File: config.mk
export PLATFORM = sky130hd
export DESIGN_NAME = tls_sni_extractor
export DESIGN_NICKNAME = d
export VERILOG_FILES = /design/src/rtl/tse_pkg.sv /design/src/rtl/tse_parser.sv /design/src/rtl/tse_out_buf.sv /design/src/rtl/tls_sni_extractor.sv
export SDC_FILE = /design/constraint.sdc
export NUM_CORES = 1
export LEC_CHECK = 0
export BUFFER_PORTS_ARGS = -buffer_cell sky130_fd_sc_hd__buf_2
export CORE_MARGIN = 1
export CORE_UTILIZATION = 37
export DETAILED_ROUTE_END_ITERATION = 10
export PLACE_DENSITY_LB_ADDON = 0.1
export RECOVER_POWER = 100
export SYNTH_ARGS = -nofsm -noshare
export SYNTH_HDL_FRONTEND = slang
export SYNTH_HIERARCHICAL = 1
export SYNTH_SLANG_ARGS = --single-unit
File: constraint.sdc
create_clock -name clock -period 9.62 [get_ports clock]
set_input_delay 1.924 -clock clock [delete_from_list [all_inputs] [get_ports clock]]
set_output_delay 1.924 -clock clock [all_outputs]
set_load 0.03 [all_outputs]
File: src/rtl/tse_pkg.sv
// Shared types and constants of the TLS server name extractor.
package tse_pkg;

   localparam int unsigned LENGTH_BITS_DEFAULT = 16;
   localparam int unsigned ACC_W               = 16;

   localparam logic [7:0]  RECORD_HANDSHAKE  = 8'h16;
   localparam logic [7:0]  VERSION_MAJOR     = 8'h03;
   localparam logic [7:0]  HS_CLIENT_HELLO   = 8'h01;
   localparam logic [15:0] EXT_SERVER_NAME   = 16'h0000;
   localparam logic [7:0]  PRINTABLE_LO      = 8'h20;
   localparam logic [7:0]  PRINTABLE_HI      = 8'h7E;

   localparam int unsigned POS_RECORD_TYPE   = 0;
   localparam int unsigned POS_VERSION_MAJOR = 1;
   localparam int unsigned POS_HS_TYPE       = 5;
   localparam int unsigned HEADER_LAST       = 42;
   localparam int unsigned MIN_LENGTH        = 43;
   localparam int unsigned FIELD_BYTES       = 2;
   localparam int unsigned EXT_HDR_BYTES     = 4;
   localparam int unsigned SNI_HDR_BYTES     = 5;

   typedef struct packed {
      logic [7:0]  data_byte;
      logic [15:0] payload_length;
      logic        first_byte;
      logic        last_byte;
   } req_type;

   typedef struct packed {
      logic [7:0] name_char;
      logic       char_printable;
      logic       name_done;
   } rsp_type;

   typedef struct packed {
      logic    valid;
      rsp_type data;
   } result_type;

endpackage

File: src/rtl/tse_parser.sv
// Byte-serial ClientHello walker that produces at most one server name byte per accepted transaction.
module tse_parser #(
   parameter int unsigned LENGTH_BITS = tse_pkg::LENGTH_BITS_DEFAULT
) (
   input  logic                clock,
   input  logic                reset,
   input  logic                accept,
   input  tse_pkg::req_type    req,
   output tse_pkg::result_type result
);
   import tse_pkg::*;

   localparam int unsigned LW   = LENGTH_BITS;
   localparam int unsigned SW   = ACC_W + 2;
   localparam int unsigned EE_W = ACC_W + 1;

   typedef enum logic [14:0] {
      PH_IDLE     = 15'h0001,
      PH_HEADER   = 15'h0002,
      PH_SID_LEN  = 15'h0004,
      PH_SID_SKIP = 15'h0008,
      PH_CS_LEN   = 15'h0010,
      PH_CS_SKIP  = 15'h0020,
      PH_CM_LEN   = 15'h0040,
      PH_CM_SKIP  = 15'h0080,
      PH_EXT_LEN  = 15'h0100,
      PH_EXT_TYPE = 15'h0200,
      PH_SIZE_OTH = 15'h0400,
      PH_SIZE_SNI = 15'h0800,
      PH_EXT_SKIP = 15'h1000,
      PH_SNI_HDR  = 15'h2000,
      PH_NAME     = 15'h4000
   } phase_type;

   phase_type           phase_ff, phase_in, phase_cur;
   logic [LW-1:0]       pos_ff, pos_in, pos_cur;
   logic [LW-1:0]       len_ff, len_in, len_cur;
   logic [ACC_W-1:0]    acc_ff, acc_in, acc_sh;
   logic [ACC_W-1:0]    skip_ff, skip_in, skip_dec;
   logic [EE_W-1:0]     ext_end_ff, ext_end_in;
   logic [ACC_W-1:0]    name_rem_ff, name_rem_in;
   logic [7:0]          b;
   logic                skip_last;
   logic [SW-1:0]       p1, len_ext, end_ext, b_ext, acc_ext;
   logic [SW-1:0]       sum_b, sum_acc, new_end;

   assign b         = req.data_byte;
   assign acc_sh    = {acc_ff[7:0], b};
   assign skip_dec  = skip_ff - 1'b1;
   assign skip_last = (skip_ff == ACC_W'(1));

   always_comb begin
      len_cur   = len_ff;
      pos_cur   = pos_ff;
      phase_cur = phase_ff;
      if (req.first_byte) begin
         len_cur   = req.payload_length[LW-1:0];
         pos_cur   = '0;
         phase_cur = (len_cur < LW'(MIN_LENGTH)) ? PH_IDLE : PH_HEADER;
      end
   end

   assign p1      = SW'(pos_cur) + SW'(1);
   assign len_ext = SW'(len_cur);
   assign end_ext = SW'(ext_end_ff);
   assign b_ext   = SW'(b);
   assign acc_ext = SW'(acc_sh);
   assign sum_b   = p1 + b_ext;
   assign sum_acc = p1 + acc_ext;
   assign new_end = SW'(sum_acc[EE_W-1:0]);

   always_comb begin
      phase_in    = phase_ff;
      pos_in      = pos_ff;
      len_in      = len_ff;
      acc_in      = acc_ff;
      skip_in     = skip_ff;
      ext_end_in  = ext_end_ff;
      name_rem_in = name_rem_ff;
      result.valid               = 1'b0;
      result.data.name_char      = b;
      result.data.char_printable = (b >= PRINTABLE_LO) && (b <= PRINTABLE_HI);
      result.data.name_done      = (name_rem_ff == ACC_W'(1));
      if (accept) begin
         len_in   = len_cur;
         pos_in   = pos_cur;
         phase_in = phase_cur;
         if (phase_cur != PH_IDLE && pos_cur >= len_cur) begin
            phase_in = PH_IDLE;
         end else if (phase_cur != PH_IDLE) begin
            pos_in = pos_cur + 1'b1;
            acc_in = acc_sh;
            case (phase_cur)
               PH_HEADER: begin
                  if ((pos_cur == LW'(POS_RECORD_TYPE) && b != RECORD_HANDSHAKE) ||
                      (pos_cur == LW'(POS_VERSION_MAJOR) && b != VERSION_MAJOR) ||
                      (pos_cur == LW'(POS_HS_TYPE) && b != HS_CLIENT_HELLO)) begin
                     phase_in = PH_IDLE;
                  end else if (pos_cur == LW'(HEADER_LAST)) begin
                     phase_in = PH_SID_LEN;
                  end
               end
               PH_SID_LEN, PH_CM_LEN: begin
                  if (sum_b + SW'(FIELD_BYTES) > len_ext) begin
                     phase_in = PH_IDLE;
                  end else if (b == 8'h00) begin
                     phase_in = (phase_cur == PH_SID_LEN) ? PH_CS_LEN : PH_EXT_LEN;
                     skip_in  = ACC_W'(FIELD_BYTES);
                     acc_in   = '0;
                  end else begin
                     phase_in = (phase_cur == PH_SID_LEN) ? PH_SID_SKIP : PH_CM_SKIP;
                     skip_in  = ACC_W'(b);
                  end
               end
               PH_CS_LEN: begin
                  skip_in = skip_dec;
                  if (skip_last) begin
                     if (sum_acc + SW'(1) > len_ext) begin
                        phase_in = PH_IDLE;
                     end else if (acc_sh == '0) begin
                        phase_in = PH_CM_LEN;
                     end else begin
                        phase_in = PH_CS_SKIP;
                        skip_in  = acc_sh;
                     end
                  end
               end
               PH_SID_SKIP: begin
                  skip_in = skip_dec;
                  if (skip_last) begin
                     phase_in = PH_CS_LEN;
                     skip_in  = ACC_W'(FIELD_BYTES);
                     acc_in   = '0;
                  end
               end
               PH_CS_SKIP: begin
                  skip_in = skip_dec;
                  if (skip_last) begin
                     phase_in = PH_CM_LEN;
                  end
               end
               PH_CM_SKIP: begin
                  skip_in = skip_dec;
                  if (skip_last) begin
                     phase_in = PH_EXT_LEN;
                     skip_in  = ACC_W'(FIELD_BYTES);
                     acc_in   = '0;
                  end
               end
               PH_EXT_LEN: begin
                  skip_in = skip_dec;
                  if (skip_last) begin
                     ext_end_in = new_end[EE_W-1:0];
                     if (new_end > len_ext) begin
                        phase_in = PH_IDLE;
                     end else if (p1 + SW'(EXT_HDR_BYTES) <= new_end) begin
                        phase_in = PH_EXT_TYPE;
                        skip_in  = ACC_W'(FIELD_BYTES);
                        acc_in   = '0;
                     end else begin
                        phase_in = PH_IDLE;
                     end
                  end
               end
               PH_EXT_TYPE: begin
                  skip_in = skip_dec;
                  if (skip_last) begin
                     phase_in = (acc_sh == EXT_SERVER_NAME) ? PH_SIZE_SNI : PH_SIZE_OTH;
                     skip_in  = ACC_W'(FIELD_BYTES);
                     acc_in   = '0;
                  end
               end
               PH_SIZE_OTH, PH_SIZE_SNI: begin
                  skip_in = skip_dec;
                  if (skip_last) begin
                     if (sum_acc > end_ext) begin
                        phase_in = PH_IDLE;
                     end else if (phase_cur == PH_SIZE_SNI) begin
                        if (p1 + SW'(SNI_HDR_BYTES) > end_ext) begin
                           phase_in = PH_IDLE;
                        end else begin
                           phase_in = PH_SNI_HDR;
                           skip_in  = ACC_W'(SNI_HDR_BYTES);
                           acc_in   = '0;
                        end
                     end else if (acc_sh == '0) begin
                        if (p1 + SW'(EXT_HDR_BYTES) <= end_ext) begin
                           phase_in = PH_EXT_TYPE;
                           skip_in  = ACC_W'(FIELD_BYTES);
                           acc_in   = '0;
                        end else begin
                           phase_in = PH_IDLE;
                        end
                     end else begin
                        phase_in = PH_EXT_SKIP;
                        skip_in  = acc_sh;
                     end
                  end
               end
               PH_EXT_SKIP: begin
                  skip_in = skip_dec;
                  if (skip_last) begin
                     if (p1 + SW'(EXT_HDR_BYTES) <= end_ext) begin
                        phase_in = PH_EXT_TYPE;
                        skip_in  = ACC_W'(FIELD_BYTES);
                        acc_in   = '0;
                     end else begin
                        phase_in = PH_IDLE;
                     end
                  end
               end
               PH_SNI_HDR: begin
                  skip_in = skip_dec;
                  if (skip_last) begin
                     if (sum_acc > end_ext || acc_sh == '0) begin
                        phase_in = PH_IDLE;
                     end else begin
                        phase_in    = PH_NAME;
                        name_rem_in = acc_sh;
                     end
                  end
               end
               PH_NAME: begin
                  result.valid = 1'b1;
                  name_rem_in  = name_rem_ff - 1'b1;
                  if (name_rem_ff == ACC_W'(1)) begin
                     phase_in = PH_IDLE;
                  end
               end
               default: begin
                  phase_in = PH_IDLE;
               end
            endcase
         end
         if (req.last_byte) begin
            phase_in = PH_IDLE;
         end
      end
   end

   always_ff @(posedge clock) begin
      if (reset) begin
         phase_ff    <= PH_IDLE;
         pos_ff      <= '0;
         len_ff      <= '0;
         acc_ff      <= '0;
         skip_ff     <= '0;
         ext_end_ff  <= '0;
         name_rem_ff <= '0;
      end else begin
         phase_ff    <= phase_in;
         pos_ff      <= pos_in;
         len_ff      <= len_in;
         acc_ff      <= acc_in;
         skip_ff     <= skip_in;
         ext_end_ff  <= ext_end_in;
         name_rem_ff <= name_rem_in;
      end
   end

endmodule

File: src/rtl/tse_out_buf.sv
// Two-entry output register with skid stage for the result channel.
module tse_out_buf (
   input  logic                clock,
   input  logic                reset,
   input  tse_pkg::result_type result,
   output logic                in_ready,
   output logic                rsp_valid,
   input  logic                rsp_ready,
   output tse_pkg::rsp_type    rsp_data
);
   import tse_pkg::*;

   logic    main_valid_ff, main_valid_in;
   logic    skid_valid_ff, skid_valid_in;
   rsp_type main_ff, main_in;
   rsp_type skid_ff, skid_in;

   assign in_ready  = !skid_valid_ff;
   assign rsp_valid = main_valid_ff;
   assign rsp_data  = main_ff;

   always_comb begin
      main_valid_in = main_valid_ff;
      skid_valid_in = skid_valid_ff;
      main_in       = main_ff;
      skid_in       = skid_ff;
      if (!main_valid_ff || rsp_ready) begin
         if (skid_valid_ff) begin
            main_in       = skid_ff;
            main_valid_in = 1'b1;
            skid_valid_in = 1'b0;
         end else begin
            main_in       = result.data;
            main_valid_in = result.valid;
         end
      end else if (result.valid) begin
         skid_in       = result.data;
         skid_valid_in = 1'b1;
      end
   end

   always_ff @(posedge clock) begin
      if (reset) begin
         main_valid_ff <= 1'b0;
         skid_valid_ff <= 1'b0;
      end else begin
         main_valid_ff <= main_valid_in;
         skid_valid_ff <= skid_valid_in;
      end
      main_ff <= main_in;
      skid_ff <= skid_in;
   end

endmodule

File: src/rtl/tls_sni_extractor.sv
// Top level of the TLS server name extractor.
// Output: an accepted name byte is registered, in the skid entry while rsp stalls.
// Throughput: one payload byte per cycle; req_ready falls only while both output
// registers hold a result, set by the two-entry output register.
// Reset: synchronous, active high; parse state goes idle and output valids clear.
module tls_sni_extractor #(
   parameter int unsigned LENGTH_BITS = tse_pkg::LENGTH_BITS_DEFAULT
) (
   input  logic             clock,
   input  logic             reset,
   input  logic             req_valid,
   output logic             req_ready,
   input  tse_pkg::req_type req_data,
   output logic             rsp_valid,
   input  logic             rsp_ready,
   output tse_pkg::rsp_type rsp_data
);
   import tse_pkg::*;

   result_type result;
   logic       accept;

   assign accept = req_valid && req_ready;

   tse_parser #(
      .LENGTH_BITS(LENGTH_BITS)
   ) u_parser (
      .clock  (clock),
      .reset  (reset),
      .accept (accept),
      .req    (req_data),
      .result (result)
   );

   tse_out_buf u_out_buf (
      .clock     (clock),
      .reset     (reset),
      .result    (result),
      .in_ready  (req_ready),
      .rsp_valid (rsp_valid),
      .rsp_ready (rsp_ready),
      .rsp_data  (rsp_data)
   );

endmodule
==> results.sh <==
export IMPL_port_buffers=41
export IMPL_syn_to_final_growth_pct=9.84
export IMPL_hold_path_class="reg2reg"
export IMPL_pre_cts_ws_ns=0.378
export IMPL_gr_usage_met2_pct=41.7
export IMPL_cp_required_ns=9.95
export IMPL_layout_setup_ws_ns=0.616
export IMPL_drt_pass1_iterations=6
export IMPL_antenna_cells=0
export IMPL_cp_endpoint="u_parser/skip_ff[10]"
export IMPL_violations="max-capacitance violations, max-slew violations"
export IMPL_r2r_slack_ns=2.00
export IMPL_rsz0062_at_grt="no"
export IMPL_wire_per_inst_um=22.1
export IMPL_postCtsHoldBufs=0
export IMPL_routabilityCongestion=0.958
export IMPL_ir_drop_mv=0.128
export IMPL_setup_tns_ns=0
export IMPL_ctsResizeCount=0
export IMPL_crit_cells=29
export IMPL_arrival_ns=9.33
export IMPL_r2r_cells=26
export IMPL_layout_drive_gt1_share_pct=7.96
export IMPL_worst_pin_slew_ns=1.51
export IMPL_totalWireLength_mm=47.7
export IMPL_synth_area_mm2=0.0130
export IMPL_fin_crit_ns=9.00
export IMPL_p_int_uw=1040
export IMPL_hold_viol=0
export IMPL_synth_seq_cells=126
export IMPL_reg2reg_to="u_parser/skip_ff[10]"
export IMPL_setup_viol=0
export IMPL_fp_row_count=68
export IMPL_grt_max_degree=55
export IMPL_critPathLaunch="req_data[1]"
export IMPL_grt_pass1_wl_mm=73.0
export IMPL_fin_crit_sh_pct=93.6
export IMPL_placed_cells=2131
export IMPL_antenna_found_initial=0
export IMPL_slowest_delay_ns=0.50
export IMPL_clock_skew_final_ns=0.0141
export IMPL_fin_cells=2163
export IMPL_fmaxAchievable_ghz=0.111
export IMPL_final_max_slew_viol_count=34
export IMPL_synth_ff_type="dfxtp_1"
export IMPL_ctsLongestPathBuffers=2
export IMPL_pwr_share_clk_pct=46.1
export IMPL_grt_usage_pct=27.0
export IMPL_ys_seq_area_share_pct=21.0
export IMPL_clock_sinks=126
export IMPL_ys_async_sr_fraction_pct=0
export IMPL_p_sw_share_pct=30.1
export IMPL_drv_cap=1
export IMPL_synth_edff_count=20
export IMPL_drt_iter0_drc=1110
export IMPL_synth_area_per_cell_um2=7.82
export IMPL_first_global_vias=12000
export IMPL_die_area_mm2=0.0358
export IMPL_syn_nets=1864
export IMPL_drc=0
export IMPL_setup_worst_path_end_class="register"
export IMPL_p_leak_uw=0.00600
export IMPL_p_per_area_mw_per_mm2=104
export IMPL_cts_made_buffers=17
export IMPL_layout_nets=1900
export IMPL_ys_types=106
export IMPL_cts_tree="done"
export IMPL_startpoint_type="input port"
export IMPL_r2r_start="u_parser/pos_ff[2]"
export IMPL_ant_nets=0
export IMPL_grt_overflow_total=0
export IMPL_netlist_instances=1659
export IMPL_num_vias=12600
export IMPL_slew_headroom_pct=-0.617
export IMPL_worstPathMaxFanout=10
export IMPL_path_delay_family="compound AO/OA/AOI/OAI gates"
export IMPL_p_sw_uw=447
export IMPL_core_mm2=0.0345
export IMPL_drt_vias_per_instance=5.82
export IMPL_comb_power_share_pct=16.8
export IMPL_use_met1_pct=38.0
export IMPL_ys_warn_count=6
export IMPL_crit_buf_inv=7
export IMPL_slowest_stage="o31ai_1"
export IMPL_initial_core_util_pct=37.6
export IMPL_worstSetupPathType="in2reg"
export IMPL_p_seq_share_pct=37.1
export IMPL_cts_htree_levels=4
export IMPL_die_h_um=189
export IMPL_min_delay_start="u_parser/len_ff[10]"
export IMPL_clk_pin_slew_ns=0.06
export IMPL_cts_setup_buffers=0
export IMPL_gr_max_usage_layer="met2"
export IMPL_grtUsageMet3_pct=4.56
export IMPL_cts_root_buf="clkbuf_16"
export IMPL_place_hpwl_mm=37.3
export IMPL_insertion_delay_ns=0.44
export IMPL_num_io_pins=42
export IMPL_outcome="finished, violations left"
export IMPL_die_x_um=189
==> power by group through the flow <==
stage | Combinational [uW] | Clock (uW) | Sequential (uW)
2_1_floorplan | 160 | 0 | 562
3_3_place_gp | 249 | 0 | 561
3_5_place_dp | 250 | 0 | 561
4_1_cts | 252 | 699 | 549
5_1_grt | 277 | 722 | 550
6_report | 250 | 684 | 550
==> sequential cells by signal (all words and copies together) (netlist names) <==
signal / count
u_parser/len_ff: 16
u_parser/phase_ff: 15
u_parser/name_rem_ff: 16
u_parser/pos_ff: 16
u_parser/acc_ff: 8
u_out_buf/skid_ff: 10
u_parser/ext_end_ff: 17
u_parser/skip_ff: 16
u_out_buf/rsp_data: 10
u_out_buf/skid_valid_ff: 1
u_out_buf/rsp_valid: 1
==> final cells by class <==
cell class,count,area [um^2]
inverters,88,330
fillers,3656,20300
clock buffers,18,429
clock inverters,14,166
well taps,455,569
repair buffers,80,458
multi-input cells,1382,9580
flip-flops and latches,126,2720
==> per-layer routing <==
metal | wire [um] | vias up | part of all wire [%]
li1 | - | 6141 | -
met1 | 22800 | 6001 | 48
met2 | 20800 | 397 | 44
met3 | 2880 | 56 | 6.0
met4 | 1260 | 0 | 2.6
met5 | 0 | - | 0
==> metrics by stage <==
| step | total power (uW) | util (%) | instance area, um^2 | hold slack (ns) |
|---|---|---|---|---|
| 2_1_floorplan | 722 | - | 13000 | 0.436 |
| 3_3_place_gp | 810 | 39.8 | 13800 | 0.442 |
| 3_5_place_dp | 811 | 39.8 | 13800 | 0.448 |
| 4_1_cts | 1500 | 41.5 | 14400 | 0.457 |
| 5_1_grt | 1550 | 41.3 | 14300 | 0.482 |
| 6_report | 1480 | 41.3 | 14300 | 0.459 |
==> cell usage in the layout (no fill, tap or decap), types with 9 or more instances in the layout <==
cell type | Yosys | layout
and3_1 | 12 | 13
o21ai_0 | 86 | 87
xor2_1 | 27 | 27
nor2_1 | 192 | 192
nor4_1 | 26 | 26
o211ai_1 | 17 | 17
nor3_1 | 50 | 50
and2_1 | 13 | 10
nand4_1 | 31 | 31
dfxtp_1 | 106 | 106
a22oi_1 | 28 | 28
nand2b_1 | 15 | 15
nand3_1 | 53 | 53
edfxtp_1 | 20 | 20
o21a_1 | 12 | 12
ha_1 | 168 | 168
buf_2 | 5 | 20
inv_1 | 87 | 87
clkbuf_1 | 44 | 25
mux2i_1 | 19 | 19
nor2b_1 | 32 | 32
or3_1 | 15 | 15
buf_4 | 10 | 35
or2_2 | 9 | 9
nand2_1 | 144 | 145
a211oi_1 | 17 | 17
a21oi_1 | 147 | 147
clkbuf_16 | 0 | 17
a21o_1 | 33 | 33
xnor2_1 | 55 | 55
==> synthesized netlist by cell type (31+ instances only) <==
| library cell | number | area (um^2) |
|---|---|---|
| dfxtp_1 | 106 | 2120 |
| nand2_1 | 144 | 541 |
| nand4_1 | 31 | 194 |
| ha_1 | 168 | 2100 |
| inv_1 | 87 | 327 |
| nor2b_1 | 32 | 200 |
| a21oi_1 | 147 | 736 |
| a21o_1 | 33 | 248 |
| nand3_1 | 53 | 265 |
| xnor2_1 | 55 | 482 |
| o21ai_0 | 86 | 430 |
| clkbuf_1 | 44 | 165 |
| nor3_1 | 50 | 250 |
| nor2_1 | 192 | 721 |
==> how the worst min path moves through the flow <==
stage | end | cells past startpoint
after floorplan | u_parser/len_ff[10] | 2
after detailed placement | u_parser/len_ff[10] | 2
after global placement | u_parser/len_ff[10] | 2
final | u_parser/len_ff[10] | 2
after CTS | u_parser/len_ff[10] | 2
after global routing | u_parser/len_ff[10] | 2
==> worst register-to-register path: cells and delay by family, from the launching register on <==
kind / cells / cell delay (ns)
AND/OR/NAND/NOR: 7 / 1.84
AO/OA/AOI/OAI: 11 / 3.59
adder cells (fa/ha/maj): 3 / 0.79
buffers and inverters: 4 / 0.60
flip-flops: 1 / 0.46
XOR/XNOR: 1 / 0.23
==> kinds of logic (layout without fill, tap and decap cells) <==
group	count (synthesis)	in the layout	synth area share [%]
flops	126	126	21.0
xor+xnor	86	86	6.17
compound gates	444	444	22.5
mux	32	32	2.84
buf+inv	151	200	4.82
simple gates	645	645	25.4
fa+ha+maj	175	175	17.3
(Power assumes the default switching activity.)
